<file path="config.mk">
export PLATFORM = sky130hd
export DESIGN_NAME = key_press_classifier_core
export DESIGN_NICKNAME = d
export VERILOG_FILES = /design/src/kpc_pkg.sv /design/src/key_press_classifier_core.sv /design/src/kpc_cfg_regs.sv /design/src/kpc_classify.sv
export SDC_FILE = /design/constraint.sdc
export NUM_CORES = 1
export LEC_CHECK = 0
export BUFFER_PORTS_ARGS = -buffer_cell sky130_fd_sc_hd__buf_2
export CAP_MARGIN = 30
export CELL_PAD_IN_SITES_DETAIL_PLACEMENT = 1
export CELL_PAD_IN_SITES_GLOBAL_PLACEMENT = 1
export CORE_ASPECT_RATIO = 1.25
export CORE_UTILIZATION = 30
export DETAILED_ROUTE_END_ITERATION = 10
export GPL_TIMING_DRIVEN = 0
export PLACE_DENSITY = 0.61
export SLEW_MARGIN = 20
export SYNTH_ARGS = -nofsm -noshare
export SYNTH_HDL_FRONTEND = slang
export SYNTH_SLANG_ARGS = --single-unit
</file>
<file path="constraint.sdc">
create_clock -name clk -period 10.98 [get_ports clk]
set_clock_uncertainty 0.2 [all_clocks]
set_input_delay 1.647 -clock clk [delete_from_list [all_inputs] [get_ports clk]]
set_output_delay 1.647 -clock clk [all_outputs]
set_load 0.02 [all_outputs]
</file>
<file path="src/kpc_pkg.sv">
// Shared types, constants and a helper function for the key press classifier.
`timescale 1ns / 1ps

package kpc_pkg;

  localparam int TICK_W  = 8;
  localparam int LIMIT_W = 15;
  localparam int TIMER_W = 16;
  localparam int INDEX_W = 3;
  localparam int WDATA_W = 15;

  localparam logic [INDEX_W-1:0] REG_TICK_MS       = 3'd0;
  localparam logic [INDEX_W-1:0] REG_LONG_MS       = 3'd1;
  localparam logic [INDEX_W-1:0] REG_SHORT_MS      = 3'd2;
  localparam logic [INDEX_W-1:0] REG_DOUBLE_MS     = 3'd3;
  localparam logic [INDEX_W-1:0] REG_LONG_ENABLE   = 3'd4;
  localparam logic [INDEX_W-1:0] REG_DOUBLE_ENABLE = 3'd5;

  localparam logic [TICK_W-1:0]  TICK_MS_RST   = 8'd20;
  localparam logic [LIMIT_W-1:0] LONG_MS_RST   = 15'd800;
  localparam logic [LIMIT_W-1:0] SHORT_MS_RST  = 15'd200;
  localparam logic [LIMIT_W-1:0] DOUBLE_MS_RST = 15'd200;

  localparam logic [1:0] CODE_NONE   = 2'd0;
  localparam logic [1:0] CODE_SHORT  = 2'd1;
  localparam logic [1:0] CODE_LONG   = 2'd2;
  localparam logic [1:0] CODE_DOUBLE = 2'd3;

  typedef struct packed {
    logic [TICK_W-1:0]  tick_ms;
    logic [LIMIT_W-1:0] long_ms;
    logic [LIMIT_W-1:0] short_ms;
    logic [LIMIT_W-1:0] double_ms;
    logic               long_enable;
    logic               double_enable;
  } cfg_t;

  // Timers saturate at their full-scale value instead of wrapping.
  function automatic logic [TIMER_W-1:0] sat_add(input logic [TIMER_W-1:0] t,
                                                 input logic [TICK_W-1:0] d);
    logic [TIMER_W:0] s;
    s = {1'b0, t} + {{(TIMER_W+1-TICK_W){1'b0}}, d};
    sat_add = s[TIMER_W] ? {TIMER_W{1'b1}} : s[TIMER_W-1:0];
  endfunction

endpackage

</file>
<file path="src/key_press_classifier_core.sv">
// Top level of the key press classifier: input register, rule logic and result register.
// A word waits in the input register and is classified into the result register once it frees.
// Throughput: one word per cycle while out_ready is high; input refills as the result drains.
// The result register frees up whenever out_ready is high, so stalls pass back without bubbles.
// Sync active-low reset restores config defaults and clears valid flags and classifier state.
`timescale 1ns / 1ps

module key_press_classifier_core (
  input  logic                        clk,
  input  logic                        rst_n,
  input  logic                        in_valid,
  output logic                        in_ready,
  input  logic                        in_pressed,
  output logic                        out_valid,
  input  logic                        out_ready,
  output logic [1:0]                  out_event_code,
  input  logic                        cfg_valid,
  output logic                        cfg_ready,
  input  logic [kpc_pkg::INDEX_W-1:0] cfg_index,
  input  logic [kpc_pkg::WDATA_W-1:0] cfg_wdata
);

  kpc_pkg::cfg_t cfg;
  logic          in_valid_r;
  logic          in_pressed_r;
  logic          out_valid_r;
  logic [1:0]    out_code_r;
  logic [1:0]    code;
  logic          advance;

  assign cfg_ready = 1'b1;

  kpc_cfg_regs u_cfg (
    .clk      (clk),
    .rst_n    (rst_n),
    .wr_en    (cfg_valid && cfg_ready),
    .wr_index (cfg_index),
    .wr_data  (cfg_wdata),
    .cfg      (cfg)
  );

  assign advance  = in_valid_r && (!out_valid_r || out_ready);
  assign in_ready = !in_valid_r || advance;

  kpc_classify u_classify (
    .clk        (clk),
    .rst_n      (rst_n),
    .step       (advance),
    .pressed    (in_pressed_r),
    .cfg        (cfg),
    .event_code (code)
  );

  always_ff @(posedge clk) begin
    if (!rst_n) begin
      in_valid_r  <= 1'b0;
      out_valid_r <= 1'b0;
    end else begin
      if (in_valid && in_ready) begin
        in_valid_r <= 1'b1;
      end else if (advance) begin
        in_valid_r <= 1'b0;
      end
      if (advance) begin
        out_valid_r <= 1'b1;
      end else if (out_ready) begin
        out_valid_r <= 1'b0;
      end
    end
  end

  always_ff @(posedge clk) begin
    if (in_valid && in_ready) begin
      in_pressed_r <= in_pressed;
    end
    if (advance) begin
      out_code_r <= code;
    end
  end

  assign out_valid      = out_valid_r;
  assign out_event_code = out_code_r;

endmodule

</file>
<file path="src/kpc_cfg_regs.sv">
// Configuration register file for timing limits and feature enables.
`timescale 1ns / 1ps

module kpc_cfg_regs (
  input  logic                       clk,
  input  logic                       rst_n,
  input  logic                       wr_en,
  input  logic [kpc_pkg::INDEX_W-1:0] wr_index,
  input  logic [kpc_pkg::WDATA_W-1:0] wr_data,
  output kpc_pkg::cfg_t              cfg
);

  kpc_pkg::cfg_t cfg_r;
  kpc_pkg::cfg_t cfg_nxt;

  always_comb begin
    cfg_nxt = cfg_r;
    if (wr_en) begin
      unique case (wr_index)
        kpc_pkg::REG_TICK_MS:       cfg_nxt.tick_ms = wr_data[kpc_pkg::TICK_W-1:0];
        kpc_pkg::REG_LONG_MS:       cfg_nxt.long_ms = wr_data[kpc_pkg::LIMIT_W-1:0];
        kpc_pkg::REG_SHORT_MS:      cfg_nxt.short_ms = wr_data[kpc_pkg::LIMIT_W-1:0];
        kpc_pkg::REG_DOUBLE_MS:     cfg_nxt.double_ms = wr_data[kpc_pkg::LIMIT_W-1:0];
        kpc_pkg::REG_LONG_ENABLE:   cfg_nxt.long_enable = wr_data[0];
        kpc_pkg::REG_DOUBLE_ENABLE: cfg_nxt.double_enable = wr_data[0];
        default: ;
      endcase
    end
  end

  always_ff @(posedge clk) begin
    if (!rst_n) begin
      cfg_r.tick_ms       <= kpc_pkg::TICK_MS_RST;
      cfg_r.long_ms       <= kpc_pkg::LONG_MS_RST;
      cfg_r.short_ms      <= kpc_pkg::SHORT_MS_RST;
      cfg_r.double_ms     <= kpc_pkg::DOUBLE_MS_RST;
      cfg_r.long_enable   <= 1'b1;
      cfg_r.double_enable <= 1'b1;
    end else begin
      cfg_r <= cfg_nxt;
    end
  end

  assign cfg = cfg_r;

endmodule

</file>
<file path="src/kpc_classify.sv">
// Press classification rules with the level, hold timer, gap timer and first-press state.
`timescale 1ns / 1ps

module kpc_classify (
  input  logic          clk,
  input  logic          rst_n,
  input  logic          step,
  input  logic          pressed,
  input  kpc_pkg::cfg_t cfg,
  output logic [1:0]    event_code
);

  logic                        level_r;
  logic                        level_nxt;
  logic [kpc_pkg::TIMER_W-1:0] hold_r;
  logic [kpc_pkg::TIMER_W-1:0] hold_nxt;
  logic [kpc_pkg::TIMER_W-1:0] gap_r;
  logic [kpc_pkg::TIMER_W-1:0] gap_nxt;
  logic                        first_r;
  logic                        first_nxt;

  logic [kpc_pkg::TIMER_W-1:0] hold_a;
  logic [kpc_pkg::TIMER_W-1:0] gap_a;
  logic [kpc_pkg::TIMER_W-1:0] short_lim;
  logic [kpc_pkg::TIMER_W-1:0] long_lim;
  logic [kpc_pkg::TIMER_W-1:0] double_lim;
  logic                        first_a;
  logic                        long_hit;
  logic [1:0]                  code;

  assign short_lim  = {1'b0, cfg.short_ms};
  assign long_lim   = {1'b0, cfg.long_ms};
  assign double_lim = {1'b0, cfg.double_ms};

  always_comb begin
    code      = kpc_pkg::CODE_NONE;
    level_nxt = pressed;
    hold_a    = hold_r;
    gap_a     = gap_r;
    first_a   = first_r;

    if (cfg.long_enable && !level_r && pressed) begin
      hold_a = '0;
    end
    if (cfg.long_enable && level_r && pressed && (hold_r <= long_lim)) begin
      hold_a = kpc_pkg::sat_add(hold_r, cfg.tick_ms);
    end

    long_hit = cfg.long_enable && level_r && (hold_a > long_lim);
    if (long_hit) begin
      code   = kpc_pkg::CODE_LONG;
      hold_a = short_lim + 16'd1;
    end

    // After a long report the hold timer sits above the short limit, so no short release.
    if (level_r && !pressed && !long_hit && (hold_a <= short_lim)) begin
      if (!cfg.double_enable) begin
        code = kpc_pkg::CODE_SHORT;
      end else if (!first_r) begin
        first_a = 1'b1;
        gap_a   = '0;
      end else if (gap_r <= double_lim) begin
        code    = kpc_pkg::CODE_DOUBLE;
        first_a = 1'b0;
      end
    end

    hold_nxt  = hold_a;
    gap_nxt   = gap_a;
    first_nxt = first_a;
    if (first_a) begin
      gap_nxt = kpc_pkg::sat_add(gap_a, cfg.tick_ms);
      if (gap_nxt > double_lim) begin
        code      = kpc_pkg::CODE_SHORT;
        first_nxt = 1'b0;
      end
    end
  end

  always_ff @(posedge clk) begin
    if (!rst_n) begin
      level_r <= 1'b0;
      hold_r  <= '0;
      gap_r   <= '0;
      first_r <= 1'b0;
    end else if (step) begin
      level_r <= level_nxt;
      hold_r  <= hold_nxt;
      gap_r   <= gap_nxt;
      first_r <= first_nxt;
    end
  end

  assign event_code = code;

endmodule

</file>
==> results of run 1 <==
==> critical path: cells and delay by family (launching register included) <==
kind / cells / cell delay [ns]
compound gates: 21 / 5.08
simple gates: 12 / 1.59
fa+ha+maj: 7 / 1.91
flops: 1 / 0.37
mux: 1 / 0.21
buf+inv: 5 / 0.80
==> routing by layer <==
metal | share of wire | routed length, um | global-route usage
met1 | 0.42 | 11000 | 0.244
met2 | 0.53 | 14000 | 0.422
met3 | 0.019 | 502 | 0.0224
met4 | 0.028 | 732 | 0.0802
met5 | 0 | 0 | 0
==> path summary, 6_finish.rpt <==
check | from | to | cells after the start
setup / recovery | u_cfg.cfg[47]$_SDFFE_PN0P_ | out_event_code[0]$_DFFE_PP_ | 46
hold / removal | u_cfg.cfg[36]$_SDFFE_PN0P_ | u_cfg.cfg[36]$_SDFFE_PN0P_ | 2
setup reg to reg | u_cfg.cfg[47]$_SDFFE_PN0P_ | out_event_code[0]$_DFFE_PP_ | 46
hold reg to reg | u_cfg.cfg[36]$_SDFFE_PN0P_ | u_cfg.cfg[36]$_SDFFE_PN0P_ | 2
==> layout make-up <==
type	instances	area, sq um
fill	2928	15300
timing repair buffer	42	248
sequential	94	1910
clock inverter	5	85.1
buffer	38	183
inverter	76	285
multi-input combinational	718	5030
tap	292	365
clock buffer	11	264
==> Yosys cell counts (all sizes together), types with 7 or more instances <==
library cell | count | share of area
a31o | 12 | 0.015
o21a | 8 | 0.0083
nand2 | 145 | 0.076
clkbuf | 32 | 0.017
a311oi | 9 | 0.011
a211oi | 8 | 0.0083
nor2 | 38 | 0.020
nand2b | 9 | 0.0078
xor2 | 7 | 0.0085
nand3 | 43 | 0.030
inv | 75 | 0.039
a31oi | 14 | 0.013
a21o | 9 | 0.0093
a21oi | 89 | 0.062
dfxtp | 91 | 0.25
and3 | 25 | 0.022
buf | 7 | 0.0057
xnor2 | 22 | 0.027
nor3 | 20 | 0.014
ha | 92 | 0.16
mux2i | 16 | 0.022
o21ai | 30 | 0.021
o211ai | 18 | 0.019
nor2b | 17 | 0.015
nand4 | 14 | 0.012
==> logic make-up after synthesis <==
| group | Yosys count | synth area share |
|---|---|---|
| simple gates | 336 | 0.223 |
| compound gates | 239 | 0.223 |
| buf+inv | 115 | 0.0618 |
| fa+ha+maj | 94 | 0.165 |
| flops | 94 | 0.265 |
| xor+xnor | 29 | 0.0351 |
| mux | 19 | 0.0268 |
| other cells | 1 | 0.000519 |
==> metrics by stage <==
| stage | cells | util | worst slack, ns |
|---|---|---|---|
| after floorplan | 927 | - | 0.865 |
| after global placement | 1245 | 0.327 | -2.51 |
| after detailed placement | 1245 | 0.327 | -2.48 |
| after CTS | 1267 | 0.347 | 0.00211 |
| after global routing | 1276 | 0.354 | -0.0418 |
| final | 1276 | 0.354 | 0.558 |
==> power by group through the flow <==
stage / clock network (uW) / logic (uW) / registers, uW
floorplan: 0 / 48.8 / 361
global placement: 0 / 80.7 / 363
global route: 391 / 93.9 / 356
CTS: 379 / 83.9 / 355
finish: 372 / 85.1 / 355
detailed placement: 0 / 81.7 / 363
==> sequential cells by signal, summed over array words and instances (netlist names) <==
| signal | cells |
|---|---|
| u_classify.gap_r | 16 |
| u_classify.level_r | 1 |
| u_classify.first_r | 1 |
| in_pressed_r | 1 |
| in_valid_r | 1 |
| u_classify.hold_r | 16 |
| u_cfg.cfg | 55 |
| out_event_code | 2 |
| out_valid | 1 |
==> repair_timing <==
| action | 4_1_cts | 5_1_grt |
|---|---|---|
| setup endpoints to repair | 12 | 3 |
| pin swaps | 4 | 9 |
| buffers inserted | 6 | 9 |
| gates resized for setup | 29 | 24 |
==> impl_metrics.json, run 1 <==
{
  "overflow": 0,
  "seqPwrFrac": 0.437,
  "die_h_um": 176,
  "final_max_slew_viol_count": 0,
  "portBuffers": 26,
  "cts_max_path_buffers": 2,
  "place_area_sq_um": 7720,
  "crit_path_end_kind": "flip-flop",
  "grt_usage": 0.218,
  "switchingPower_uw": 213,
  "layout_commonest_cell": "nand2_1",
  "syn_area_per_cell_sq_um": 7.80,
  "cp_data_arrival_time_ns": 10.32,
  "clock-root-buffer": "clkbuf_16",
  "post-dp-hpwl_mm": 21.4,
  "pwr-share-comb": 0.105,
  "hp-class": "flip-flop to flip-flop",
  "ys_types": 76,
  "p_per_area_nw_per_um2": 97.0,
  "drt_iter0_drc": 300,
  "clkLatencyLatePin_ns": 0.35,
  "area_growth_pct": 15.9,
  "synth_edf_count": 3,
  "grt_pass1_wl_mm": 40.9,
  "yosys_register_bits": 94,
  "timing.fmax_mhz": 95.9,
  "drc": 0,
  "hold_viol_final": 0,
  "grt_pass1_vias": 7304,
  "viasPerCell": 5.40,
  "max_slew.worst_pin.slew_ns": 0.791,
  "criticalPathCategory": "flip-flop to flip-flop",
  "numClockSinks": 94,
  "cts_tree": "done",
  "hold_buffers": 0,
  "routed_wl_mm": 26.2,
  "layout_worst_path_cycle_share": 0.949,
  "swShare": 0.263,
  "cts.clk_slew.worst_paths_ns": 0.07,
  "grt_max_degree": 17,
  "cp_slowest_cell": "o41a_1",
  "core-area_sq_um": 23600,
  "initial_core_util": 0.306,
  "die_x_um": 141,
  "diodes": 0,
  "fin_tns_setup_ns": 0,
  "post-route-cell-area_sq_um": 8370,
  "relSlewSlack": 0.468,
  "syn_inst": 927,
  "io_pins": 29,
  "report.power.total_uw": 812,
  "yosys_warnings": 0,
  "start_kind": "flip-flop",
  "outcome": "complete, no violations",
  "mostFrequentLayoutCells": "nand2_1, ha_1, dfxtp_1",
  "p_int_uw": 598,
  "dr.pass1.iters": 4,
  "htreeDepth": 3,
  "crit_required_ns": 10.88,
  "synth_seq_area_share": 0.265,
  "worstPathMaxFanout": 10,
  "drive_gt1_frac": 0.124,
  "rows": 63,
  "async_reset_ff_frac": 0,
  "grt_antenna_before_repair": 0,
  "syn-num-nets": 1045,
  "leakagePower_uw": 0.00360,
  "numCtsBuffers": 9,
  "setup_viol": 0,
  "max-cap-violations": 0,
  "ant_nets": 0,
  "syn-cell-area_sq_um": 7230,
  "crit_path_frequent_cell": "ha_1",
  "vias": 6893,
  "period_needed_ns": 10.42,
  "synth_flop_cell": "dfxtp_1",
  "dieArea_sq_um": 24700,
  "cpPeakStageDelay_ns": 0.45,
  "num-nets-final": 1097,
  "ir_drop_mv": 0.0591,
  "avgRoutedWirePerCell_um": 20.6,
  "r2r_slack_ns": 0.56,
  "gp_congestion": 0.847,
  "p_clk_frac": 0.458,
  "holdWs_ns": 0.261
}
Note: power is estimated with default switching activity, not from simulation.
==> run 2, diff against run 1 <==
Settings changed: CELL_PAD_IN_SITES_DETAIL_PLACEMENT 1 to 0.
==> impl_metrics.json, run 2 (synthesis results as in run 1) <==
{
  "relSlewSlack": 0.461,
  "die_x_um": 141,
  "gp_congestion": 0.847,
  "pwr-share-comb": 0.111,
  "grt_antenna_before_repair": 0,
  "htreeDepth": 3,
  "cpLargestDelayFamily": "compound AO/OA/AOI/OAI gates",
  "drt_iter0_drc": 341,
  "initial_core_util": 0.306,
  "p_clk_frac": 0.417,
  "timing.fmax_mhz": 96.1,
  "place_area_sq_um": 7720,
  "clkLatencyLatePin_ns": 0.36,
  "io_pins": 29,
  "numClockSinks": 94,
  "max_slew.worst_pin.slew_ns": 0.801,
  "grtUsageMet3": 0.0177,
  "grt_pass1_vias": 6790,
  "core-area_sq_um": 23600,
  "switchingPower_uw": 219,
  "met1_usage": 0.239,
  "avgRoutedWirePerCell_um": 19.5,
  "report.power.total_uw": 753,
  "start_kind": "flip-flop",
  "cp_slowest_cell": "o41a_1",
  "largest_register_ffs": 55,
  "clock-root-buffer": "clkbuf_16",
  "layout_commonest_cell": "nand2_1",
  "vias": 6786,
  "layout_worst_path_cycle_share": 0.948,
  "ir_drop_mv": 0.0578,
  "cts_tree": "done",
  "dieArea_sq_um": 24700,
  "grt_usage": 0.208,
  "cts_max_path_buffers": 2,
  "rows": 63,
  "p_per_area_nw_per_um2": 90.8,
  "seqPwrFrac": 0.471,
  "fill_cells": 2598,
  "hold_depth": 2,
  "r2r_slack_ns": 0.57,
  "cpPeakStageDelay_ns": 0.43,
  "post-dp-hpwl_mm": 20.4,
  "cts.clk_slew.worst_paths_ns": 0.08,
  "max-cap-violations": 0,
  "mostFrequentLayoutCells": "nand2_1, ha_1, dfxtp_1",
  "holdWs_ns": 0.260,
  "outcome": "complete, no violations",
  "die_h_um": 176,
  "cp_data_arrival_time_ns": 10.31,
  "final_max_slew_viol_count": 0,
  "hp-class": "flip-flop to flip-flop",
  "num-nets-final": 1099,
  "numCtsBuffers": 9,
  "swShare": 0.291,
  "crit_path_end_kind": "flip-flop",
  "reg2reg_depth": 48,
  "portBuffers": 26,
  "setup_viol": 0,
  "grt_pass1_wl_mm": 38.6,
  "ant_nets": 0,
  "post-route-cell-area_sq_um": 8300,
  "period_needed_ns": 10.41,
  "worst-path-buf-inv": 6,
  "drive_gt1_frac": 0.126,
  "leakagePower_uw": 0.00358,
  "crit_path_frequent_cell": "ha_1",
  "overflow": 0,
  "drc": 0,
  "dr.pass1.iters": 5,
  "p_int_uw": 534,
  "crit_required_ns": 10.88,
  "viasPerCell": 5.31,
  "grt_max_degree": 18,
  "grt-busiest-layer": "met2",
  "hold_viol_final": 0,
  "routed_wl_mm": 25.0,
  "worstPathMaxFanout": 10,
  "area_growth_pct": 14.8,
  "criticalPathCategory": "flip-flop to flip-flop",
  "crit_cells": 48,
  "use_met2": 0.396,
  "diodes": 0
}
==> run 2: cell types whose count changed in the layout (fill, tap and decap cells not counted), moves of 2 or more <==
cell       change
o21ai_0        +2
inv_8          +2
o21ai_2        -2
inv_6          -2
bufinv_16      -2
clkbuf_4       -3
buf_4          +2
==> run 2: path summary, 6_finish.rpt <==
path / from / endpoint
worst max register to register: u_cfg.cfg[42]$_SDFFE_PN0P_ / out_event_code[1]$_DFFE_PP_
worst min-delay path: u_cfg.cfg[33]$_SDFFE_PN0P_ / u_cfg.cfg[33]$_SDFFE_PN0P_
worst max-delay path: u_cfg.cfg[42]$_SDFFE_PN0P_ / out_event_code[1]$_DFFE_PP_
worst min register to register: u_cfg.cfg[33]$_SDFFE_PN0P_ / u_cfg.cfg[33]$_SDFFE_PN0P_
==> run 2: final cells by class <==
cell class | count | area (sq um) | share of cell area
Buffer | 38 | 181 | 0.0219
Clock buffer | 9 | 225 | 0.0271
Clock inverter | 7 | 57.6 | 0.00694
Inverter | 76 | 285 | 0.0344
Multi-Input combinational cell | 718 | 5010 | 0.604
Sequential cell | 94 | 1910 | 0.230
Tap cell | 292 | 365 | 0.0440
Timing Repair Buffer | 44 | 263 | 0.0317
==> run 2: worst min-delay path, stage by stage, from the launching register on <==
cell and delay [ns]:
dfxtp_1 0.32, nand2_1 0.05, a21oi_1 0.05
==> run 2: per-stage QoR <==
step | worst slack (ns) | setup TNS, ns | cells | utilization
global placement | -2.51 | -8.25 | 1245 | 0.327
detailed placement | -2.58 | -9.00 | 1245 | 0.327
CTS | 0.0221 | 0 | 1268 | 0.345
finish | 0.573 | 0 | 1278 | 0.351
global route | -0.0456 | -0.0707 | 1278 | 0.351
floorplan | 0.865 | 0 | 927 | -
==> run 2: metal layers <==
layer / wire length [um] / vias to the layer above
met1: 10600 / 3198
met2: 13200 / 90
met4: 692 / 0
li1: - / 3459
met5: 0 / -
met3: 512 / 39
==> run 2: what timing repair did <==
item	in CTS	in global routing
pin swaps	4	6
endpoints found under the setup margin	15	3
setup buffers	7	10
gates resized for setup	28	19
hold buffers	0	0
==> run 2: power by group through the flow <==
stage | Sequential, uW | Combinational (uW) | Clock, uW
floorplan | 361 | 48.8 | 0
global placement | 363 | 80.7 | 0
detailed placement | 363 | 80.8 | 0
CTS | 355 | 83.1 | 320
global route | 356 | 92.8 | 332
finish | 355 | 83.8 | 314
==> run 3, diff against run 2 <==
Clock period 10.98 ns to 12.8 ns, I/O delays scaled along.
==> impl_metrics.json, run 3 (synthesis results as in run 1) <==
{
  "crit_cells": 47,
  "cp-endpoint": "out_event_code[0]$_DFFE_PP_",
  "report.power.total_uw": 643,
  "dr.pass1.iters": 5,
  "fin_cells": 1263,
  "crit_path_end_kind": "flip-flop",
  "largest_register_ffs": 55,
  "viasPerCell": 5.30,
  "diodes": 0,
  "hold_viol_final": 0,
  "num-nets-final": 1084,
  "post-route-cell-area_sq_um": 8050,
  "grt_pass1_vias": 6732,
  "grt_pass1_wl_mm": 38.3,
  "r2r-start": "u_cfg.cfg[45]$_SDFFE_PN0P_",
  "setup_viol": 0,
  "place_area_sq_um": 7720,
  "cpPeakStageDelay_ns": 0.48,
  "max-cap-violations": 0,
  "max_slew.worst_pin.slew_ns": 0.800,
  "setup_ws_ns": 0.867,
  "reg2reg_depth": 47,
  "pre_cts_ws_ns": -0.757,
  "cpLargestDelayFamily": "compound AO/OA/AOI/OAI gates",
  "worstPathMaxFanout": 10,
  "grt_antenna_before_repair": 0,
  "critPathLaunch": "u_cfg.cfg[45]$_SDFFE_PN0P_",
  "final_max_slew_viol_count": 0,
  "grt_usage": 0.206,
  "gp_congestion": 0.847,
  "rows": 63,
  "criticalPathCategory": "flip-flop to flip-flop",
  "numClockSinks": 94,
  "vias": 6698,
  "overflow": 0,
  "die_h_um": 176,
  "drc": 0,
  "htreeDepth": 3,
  "clkLatencyLatePin_ns": 0.36,
  "r2r-end": "out_event_code[0]$_DFFE_PP_",
  "r2r_slack_ns": 0.87,
  "start_kind": "flip-flop",
  "period_needed_ns": 11.93,
  "portBuffers": 26,
  "grt_max_degree": 18,
  "crit_required_ns": 12.71,
  "initial_core_util": 0.306,
  "numCtsBuffers": 9,
  "holdWs_ns": 0.259,
  "post-dp-hpwl_mm": 20.4,
  "crit_path_frequent_cell": "ha_1",
  "avgRoutedWirePerCell_um": 19.6,
  "drt_iter0_drc": 333,
  "layout_worst_path_cycle_share": 0.932,
  "area_growth_pct": 11.4,
  "hold_buffers": 0,
  "ant_nets": 0,
  "mostFrequentLayoutCells": "nand2_1, ha_1, dfxtp_1",
  "core-area_sq_um": 23600,
  "drive_gt1_frac": 0.0896,
  "grt_setup_unrepaired": "no",
  "cts_tree": "done",
  "clock-root-buffer": "clkbuf_16",
  "cts_max_path_buffers": 2,
  "leakagePower_uw": 0.00346,
  "cp_data_arrival_time_ns": 11.85,
  "placed_cells": 1245,
  "routed_wl_mm": 24.7,
  "dieArea_sq_um": 24700,
  "hp-class": "flip-flop to flip-flop",
  "io_pins": 29,
  "timing.fmax_mhz": 83.8,
  "outcome": "complete, no violations",
  "relSlewSlack": 0.467,
  "layout_commonest_cell": "nand2_1",
  "ir_drop_mv": 0.0502,
  "cts.clk_slew.worst_paths_ns": 0.08,
  "cp_slowest_cell": "a2111oi_1",
  "worst-path-buf-inv": 7,
  "p_per_area_nw_per_um2": 79.9,
  "die_x_um": 141
}
## run 3: changes by cell type in the layout (fill, tap and decap cells not counted), moves of 3 or more
cell	delta
a21oi_2	-3
a21oi_1	+3
buf_4	-18
clkbuf_1	+4
## run 3: cell type report
class,count,area (sq um)
flip-flops and latches,94,1910
multi-input cells,718,4890
plain buffers,39,166
clock inverters,7,57.6
repair buffers,28,143
well taps,292,365
clock buffers,9,225
fillers,2625,15600
inverters,76,285
## run 3: power breakdown
part | leakage (uW) | internal [uW] | switching, uW | total (uW)
clock network | 0.000136 | 135 | 134 | 269
registers | 0.000765 | 299 | 5.25 | 305
logic | 0.00256 | 22.3 | 47.0 | 69.3
total | 0.00346 | 456 | 186 | 643
## run 3: per-layer routing
metal / wire length [um] / GRT usage / vias up
met3: 511 / 0.0180 / 35
li1: - / - / 3425
met4: 649 / 0.0747 / 0
met5: 0 / 0 / -
met1: 10500 / 0.239 / 3149
met2: 13000 / 0.391 / 89
## run 3: repair_timing
item / CTS / global route
pin swaps: 0 / 2
buffers inserted: 0 / 1
gates resized for setup: 4 / 6
setup endpoints to repair: 3 / 3
## run 3: per-stage QoR
stage / setup TNS (ns) / util
detailed placement: -1.89 / 0.327
global route: 0 / 0.340
CTS: 0 / 0.339
global placement: -1.69 / 0.327
floorplan: 0 / -
finish: 0 / 0.340
## run 3: worst min path at each step
stage | startpoint | to | slack, ns | cells past startpoint
floorplan | u_cfg.cfg[10]$_SDFFE_PN0P_ | u_cfg.cfg[10]$_SDFFE_PN0P_ | 0.24 | 2
CTS | u_cfg.cfg[33]$_SDFFE_PN0P_ | u_cfg.cfg[33]$_SDFFE_PN0P_ | 0.26 | 2
global placement | u_cfg.cfg[36]$_SDFFE_PN0P_ | u_cfg.cfg[36]$_SDFFE_PN0P_ | 0.25 | 2
global route | u_cfg.cfg[33]$_SDFFE_PN0P_ | u_cfg.cfg[33]$_SDFFE_PN0P_ | 0.27 | 2
detailed placement | u_cfg.cfg[33]$_SDFFE_PN0P_ | u_cfg.cfg[33]$_SDFFE_PN0P_ | 0.25 | 2
finish | u_cfg.cfg[33]$_SDFFE_PN0P_ | u_cfg.cfg[33]$_SDFFE_PN0P_ | 0.26 | 2
## run 3: worst min-delay path, cell delays in order, from the launching register on
cell and delay (ns):
dfxtp_1 0.32, nand2_1 0.05, a21oi_1 0.05
